==> config.mk <==
export PLATFORM = sky130hd
export DESIGN_NAME = ptw_ctrl
export DESIGN_NICKNAME = d
export VERILOG_FILES = /design/src/hdl/ptw_pkg.sv /design/src/hdl/ptw_ctrl.sv
export SDC_FILE = /design/constraint.sdc
export NUM_CORES = 1
export LEC_CHECK = 0
export BUFFER_PORTS_ARGS = -buffer_cell sky130_fd_sc_hd__buf_2
export CAP_MARGIN = 20
export CORE_UTILIZATION = 52
export DETAILED_ROUTE_END_ITERATION = 6
export GPL_TIMING_DRIVEN = 0
export PLACE_DENSITY = 0.8
export RECOVER_POWER = 50
export SYNTH_ARGS = -nofsm -noshare
export SYNTH_HDL_FRONTEND = slang
export SYNTH_SLANG_ARGS = --single-unit
==> constraint.sdc <==
create_clock -name clk -period 6.5 [get_ports clk]
set_input_delay 1.3 -clock clk [delete_from_list [all_inputs] [get_ports clk]]
set_output_delay 1.3 -clock clk [all_outputs]
set_load 0.02 [all_outputs]
==> src/hdl/ptw_pkg.sv <==
// Shared types and codes for the page table walker: request and response
// transactions, request and status codes, memory command group.
// No dependencies.
`default_nettype none

package ptw_pkg;

  localparam int TBASE_W = 18;

  typedef enum logic [2:0] {
    REQ_LOAD  = 3'd0,
    REQ_XLATE = 3'd1,
    REQ_SET   = 3'd2,
    REQ_CLR   = 3'd3,
    REQ_MAP   = 3'd4,
    REQ_UNMAP = 3'd5
  } req_code_t;

  typedef enum logic [1:0] {
    ST_OK     = 2'd0,
    ST_FAULT  = 2'd1,
    ST_NOTSEC = 2'd2,
    ST_MAPPED = 2'd3
  } status_t;

  // Descriptor type codes, bits 1:0
  localparam logic [1:0] DT_FAULT = 2'd0;
  localparam logic [1:0] DT_COARSE = 2'd1;
  localparam logic [1:0] DT_SECTION = 2'd2;

  localparam logic [1:0] PT_LARGE = 2'd1;
  localparam logic [1:0] PT_SMALL = 2'd2;
  localparam logic [1:0] PT_TINY = 2'd3;

  // Fixed fields of a new section descriptor: AP full, domain bit, type
  localparam logic [31:0] SECTION_ATTR = 32'h0000_0c32;
  // All access permission bits of a small page
  localparam logic [31:0] SMALL_AP_ALL = 32'h0000_0ff0;

  typedef struct packed {
    logic [2:0]  req_type;
    logic [31:0] vaddr;
    logic [15:0] word_index;
    logic [31:0] word_data;
    logic [31:0] paddr;
    logic        cache_bit;
    logic        buffer_bit;
  } req_t;

  typedef struct packed {
    logic [31:0] xlate_addr;
    logic [1:0]  status;
    logic [31:0] written_desc;
  } rsp_t;

  typedef struct packed {
    logic en;
    logic we;
  } mem_cmd_t;

endpackage

`default_nettype wire

==> src/hdl/ptw_ctrl.sv <==
// Walk sequencer: latches a request, reads and writes back descriptors
// through the table memory port, holds the table base and the result register.
// Depends on ptw_pkg.
`default_nettype none

module ptw_ctrl
  import ptw_pkg::*;
#(
  parameter int AW = 16
) (
  input  wire logic               clk,
  input  wire logic               rst,
  input  wire logic               in_valid,
  output logic                    in_stall,
  input  wire req_t               in_data,
  output logic                    out_valid,
  input  wire logic               out_stall,
  output rsp_t                    out_data,
  input  wire logic               cfg_write,
  input  wire logic [TBASE_W-1:0] cfg_data,
  output mem_cmd_t                mem_cmd,
  output logic [AW-1:0]           mem_addr,
  output logic [31:0]             mem_wdata,
  input  wire logic [31:0]        mem_rdata
);

  typedef enum logic [4:0] {
    S_IDLE = 5'b00001,
    S_L1   = 5'b00010,
    S_W1   = 5'b00100,
    S_W2   = 5'b01000,
    S_DONE = 5'b10000
  } state_t;

  state_t              state, state_next;
  req_t                req;
  rsp_t                res, res_next;
  logic [AW-1:0]       slot, slot_next;
  logic [TBASE_W-1:0]  table_base;

  logic [29:0] l1_word, l2_word;
  logic [31:0] idx_word;
  logic [31:0] bits;
  logic [31:0] upd;
  logic        is_set;
  logic        in_take, out_take;

  assign in_stall = (state != S_IDLE);
  assign in_take  = in_valid && !in_stall;
  assign out_take = out_valid && !out_stall;

  assign l1_word  = {table_base, req.vaddr[31:20]};
  assign l2_word  = (mem_rdata[1:0] == DT_COARSE) ? {mem_rdata[31:10], req.vaddr[19:12]}
                                                  : {mem_rdata[31:12], req.vaddr[19:10]};
  assign idx_word = {16'b0, req.word_index};
  assign bits     = {28'b0, req.cache_bit, req.buffer_bit, 2'b00};
  assign is_set   = (req.req_type == REQ_SET);
  assign upd      = is_set ? (mem_rdata | bits) : (mem_rdata & ~bits);

  always_comb begin
    state_next = state;
    res_next   = res;
    slot_next  = slot;
    mem_cmd    = '0;
    mem_addr   = l1_word[AW-1:0];
    mem_wdata  = '0;
    unique case (state)
      S_IDLE: begin
        res_next = '0;
        if (in_take) begin
          state_next = S_L1;
        end
      end
      S_L1: begin
        priority if (req.req_type == REQ_LOAD) begin
          mem_cmd   = '{en: 1'b1, we: 1'b1};
          mem_addr  = idx_word[AW-1:0];
          mem_wdata = req.word_data;
          res_next.written_desc = req.word_data;
          state_next = S_DONE;
        end else if (req.req_type <= REQ_UNMAP) begin
          mem_cmd    = '{en: 1'b1, we: 1'b0};
          state_next = S_W1;
        end else begin
          state_next = S_DONE;
        end
      end
      S_W1: begin
        // mem_rdata holds the first-level descriptor
        state_next = S_DONE;
        unique case (req.req_type)
          REQ_XLATE: begin
            if (mem_rdata[1:0] == DT_SECTION) begin
              res_next.xlate_addr = {mem_rdata[31:20], req.vaddr[19:0]};
            end else if (mem_rdata[1:0] == DT_FAULT) begin
              res_next.status = ST_FAULT;
            end else begin
              mem_cmd    = '{en: 1'b1, we: 1'b0};
              mem_addr   = l2_word[AW-1:0];
              state_next = S_W2;
            end
          end
          REQ_SET, REQ_CLR: begin
            if (mem_rdata[1:0] == DT_FAULT) begin
              res_next.status = ST_FAULT;
            end else if (mem_rdata[1:0] == DT_SECTION) begin
              mem_cmd   = '{en: 1'b1, we: 1'b1};
              mem_wdata = upd;
              res_next.written_desc = upd;
            end else begin
              mem_cmd    = '{en: 1'b1, we: 1'b0};
              mem_addr   = l2_word[AW-1:0];
              slot_next  = l2_word[AW-1:0];
              state_next = S_W2;
            end
          end
          REQ_MAP: begin
            if (mem_rdata[1:0] != DT_FAULT) begin
              res_next.status = ST_MAPPED;
            end else begin
              mem_cmd   = '{en: 1'b1, we: 1'b1};
              mem_wdata = {req.paddr[31:20], 20'b0} | SECTION_ATTR | bits;
              res_next.written_desc = mem_wdata;
            end
          end
          REQ_UNMAP: begin
            if (mem_rdata[1:0] != DT_SECTION) begin
              res_next.status = ST_NOTSEC;
            end else begin
              mem_cmd   = '{en: 1'b1, we: 1'b1};
              mem_wdata = '0;
            end
          end
          default: begin
          end
        endcase
      end
      S_W2: begin
        // mem_rdata holds the second-level descriptor
        state_next = S_DONE;
        if (mem_rdata[1:0] == DT_FAULT) begin
          res_next.status = ST_FAULT;
        end else if (req.req_type == REQ_XLATE) begin
          unique case (mem_rdata[1:0])
            PT_LARGE: res_next.xlate_addr = {mem_rdata[31:16], req.vaddr[15:0]};
            PT_SMALL: res_next.xlate_addr = {mem_rdata[31:12], req.vaddr[11:0]};
            PT_TINY:  res_next.xlate_addr = {mem_rdata[31:10], req.vaddr[9:0]};
            default:  res_next.status = ST_FAULT;
          endcase
        end else begin
          mem_cmd   = '{en: 1'b1, we: 1'b1};
          mem_addr  = slot;
          mem_wdata = (upd[1:0] == PT_SMALL) ? (upd | SMALL_AP_ALL) : upd;
          res_next.written_desc = mem_wdata;
        end
      end
      S_DONE: begin
        if (!out_valid || !out_stall) begin
          state_next = S_IDLE;
        end
      end
      default: begin
        state_next = S_IDLE;
      end
    endcase
  end

  always_ff @(posedge clk) begin
    if (rst) begin
      state      <= S_IDLE;
      out_valid  <= 1'b0;
      table_base <= '0;
    end else begin
      state <= state_next;
      if (cfg_write) begin
        table_base <= cfg_data;
      end
      if (state == S_DONE && (!out_valid || !out_stall)) begin
        out_valid <= 1'b1;
      end else if (out_take) begin
        out_valid <= 1'b0;
      end
    end
  end

  always_ff @(posedge clk) begin
    res  <= res_next;
    slot <= slot_next;
    if (in_take) begin
      req <= in_data;
    end
    if (state == S_DONE && (!out_valid || !out_stall)) begin
      out_data <= res;
    end
  end

endmodule

`default_nettype wire
==> flow_summary_export.csv <==
group,metric,value,unit
layout,fillers,1340,
clocking,numCtsBuffers,25,
logic_synthesis,syn_inst,612,
clocking,cts_tree,"built",
logic_synthesis,syn_area,9960,sq um
logic_synthesis,synth.net_count,790,
critical_path,crit_chain,"clkbuf_1, inv_1, ha_1, buf_2, or3_4, o211ai_1, o2111ai_2, buf_2, a221o_1, buf_2",
timing,worst_pin_slew,1649,ps
layout,multiInputGateArea,2213,sq um
drt,wirelength,24480,um
timing,finalHoldViolations,0,
die,io_pins,290,
critical_path,crit_path_max_incr_delay,370,ps
layout,syn_to_final_growth,24.75,%
logic_synthesis,ys_seq_area_share,75.88,%
pwr,power_leakage,4.728,nW
timing,slew_viol_final,51,
timing,min_period,5399,ps
clocking,path_clk_slew,60,ps
layout,drive_above_1_share,31.34,%
logic_synthesis,synth_area_per_cell,16.27,sq um
die,chipWidth,140.4,um
timing,rsz0062_at_grt,"no",
timing,fmaxAchievable,185.2,MHz
logic_synthesis,synth_ff_type,"edfxtp_1",
critical_path,critPathRequiredTime,5200,ps
drt,first_pass_iters,5,
placement,dpl.hpwl,17520,um
clocking,ctsHtreeMaxLevel,1,
global_routing,grt_overflow,0,
clocking,clockRootBuffer,"clkbuf_16",
global_routing,grt_usage,25.00,%
critical_path,critical_path.endpoint_type,"primary output",
run,maxCapViolCount,2,
clocking,clk_latency,530,ps
die,core,18770,sq um
placement,port-buffer-count,253,
timing,finalCritPeriodShare,83.07,%
critical_path,cp_max_fo,10,
pwr,powerDensity,295.9,nW/um^2
die,initial_utilization,53.07,%
drt,vias,6652,
layout,layout.nets,1078,
run_status,run_status,"finished, violations left",
timing,fin_worst_skew,25.69,ps
global_routing,grt_pass1_vias,6492,
logic_synthesis,yosysTopAreaCellShare,73.87,%
layout,fin_util,66.20,%
timing,setup_viol,0,
logic_synthesis,yosys-top-cells-area,"edfxtp_1 (74%), a22o_1 (3.6%), o21ai_0 (2.3%)",
critical_path,crit_path_start_kind,"input pin",
critical_path,cpMostUsedCell,"buf_2",
placement,place_inst,1107,
logic_synthesis,ys_types,49,
layout,seq_area,7557,sq um
die,die-area,19710,sq um
logic_synthesis,synth_edf_count,245,
die,die_h,140.4,um
logic_synthesis,synth_most_common_cell,"edfxtp_1",
drt,drc,0,
logic_synthesis,synth_top_area_cell,"edfxtp_1",
logic_synthesis,synthTopCellsByCount,"edfxtp_1 (245), o21ai_0 (45), a22o_1 (41)",
drt,vias_per_cell,5.764,
logic_synthesis,ys_warn_count,0,
clocking,ctsResizeCount,0,
clocking,ctsHoldBuffers,0,
critical_path,slowest_stage,"or3_4",
pwr,power.total,3.676,mW
min_path,min-delay-path-class,"reg -> reg",
pwr,ir_drop,0.0001682,V
clocking,post_cts_buffers,0,
clocking,clockBufferDepth,3,
drt,ant_nets,0,
logic_synthesis,ys_ff_latch,255,
logic_synthesis,synthArstFlopShare,0,%
timing,relSlewSlack,-9.954,%
die,rows,50,
run_status,violations,"max-capacitance violations, max-slew violations",
critical_path,cp_data_arrival_time,4100,ps
global_routing,antenna_found_initial,1,
critical_path,crit_type,"in -> out",
global_routing,grt_start_max_net_pins,35,
placement,gp_congestion,0.8731,
layout,layoutNonFillerInstCount,1154,
clocking,cts_sinks,255,
drt,wl_per_cell,21.21,um
drt,drt-initial-drc-count,640,
global_routing,grt_pass1_wl,36590,um
[registers in the layout, summed over array words and instances (netlist names)]
signal,cells
table_base,4
out_data,66
res,66
l1_word,12
bits,2
state,5
req,67
slot,16
idx_word,16
out_valid,1
[area by class of cell]
| class | instances | area share, % |
|---|---|---|
| diodes | 1 | 0.02014 |
| plain buffers | 33 | 1.148 |
| clock buffers | 28 | 5.126 |
| clock inverters | 18 | 1.440 |
| inverters | 18 | 0.5438 |
| multi-input cells | 306 | 17.81 |
| flip-flops and latches | 255 | 60.83 |
| well taps | 234 | 2.357 |
| repair buffers | 261 | 10.73 |
[logic make-up (layout without fill, tap and decap cells)]
family,after synthesis,count (layout),synth area share [%]
AOI/OAI and AO/OA,182,182,13.56
DFF,255,255,75.88
other,0,1,0
muxes,17,17,1.847
adders and majority gates,6,6,0.7537
and+or+nand+nor,101,101,5.779
buffers and inverters,51,358,2.186
[metrics by stage]
stage / setup TNS, ps / instance area (sq um) / setup WS, ps / hold slack (ps)
floorplan: 0 / 9960 / 482.4 / 400.3
global placement: -145420 / 11520 / -1406 / 400.7
detailed placement: 0 / 11720 / 1298 / 404.5
CTS: 0 / 12540 / 1280 / 418.3
global route: 0 / 12420 / 965.0 / 424.4
finish: 0 / 12420 / 1101 / 415.8
[per-layer routing]
layer,vias to the layer above,share of wire [%],global-route usage (%)
met5,-,0,0
met1,3165,39,32.45
met2,404,49,42.89
met3,51,8.7,3.761
li1,3032,-,-
met4,0,3.0,9.080
[path summary, 6_finish.rpt]
path                             to  depth (start not counted)                   from  slack (ps)
max                     mem_addr[1]                         10           mem_rdata[1]        1100
max reg2reg  out_data[19]$_DFFE_PP_                          5  state[0]$_SDFFE_PP1P_        1780
min reg2reg  out_data[64]$_DFFE_PP_                          0      res[64]$_DFFE_PP_         420
min          out_data[64]$_DFFE_PP_                          0      res[64]$_DFFE_PP_         420
[cell usage in the layout (no fill, tap or decap), drive strengths merged, types with 9 or more instances in the layout]
| master | count |
|---|---|
| edfxtp | 245 |
| buf | 232 |
| clkbuf | 90 |
| o21ai | 46 |
| a22o | 41 |
| nor2 | 24 |
| a22oi | 23 |
| and2 | 23 |
| a221o | 22 |
| a21oi | 20 |
| nand2 | 19 |
| inv | 19 |
| clkinv | 12 |
| mux2 | 11 |
| dfxtp | 10 |
| a32oi | 9 |
[where the power goes]
group          internal, mW  total (mW)  switching, mW
combinational        0.0866       0.246          0.159
clock                 0.828        1.43          0.603
sequential             1.96        2.00         0.0413
[worst max-delay path, delay by kind of cell]
| family | cells | cell delay, ps |
|---|---|---|
| simple gates | 1 | 370 |
| buf+inv | 5 | 1220 |
| compound gates | 3 | 990 |
| fa+ha+maj | 1 | 220 |
Note: power is estimated with default switching activity, not from simulation.
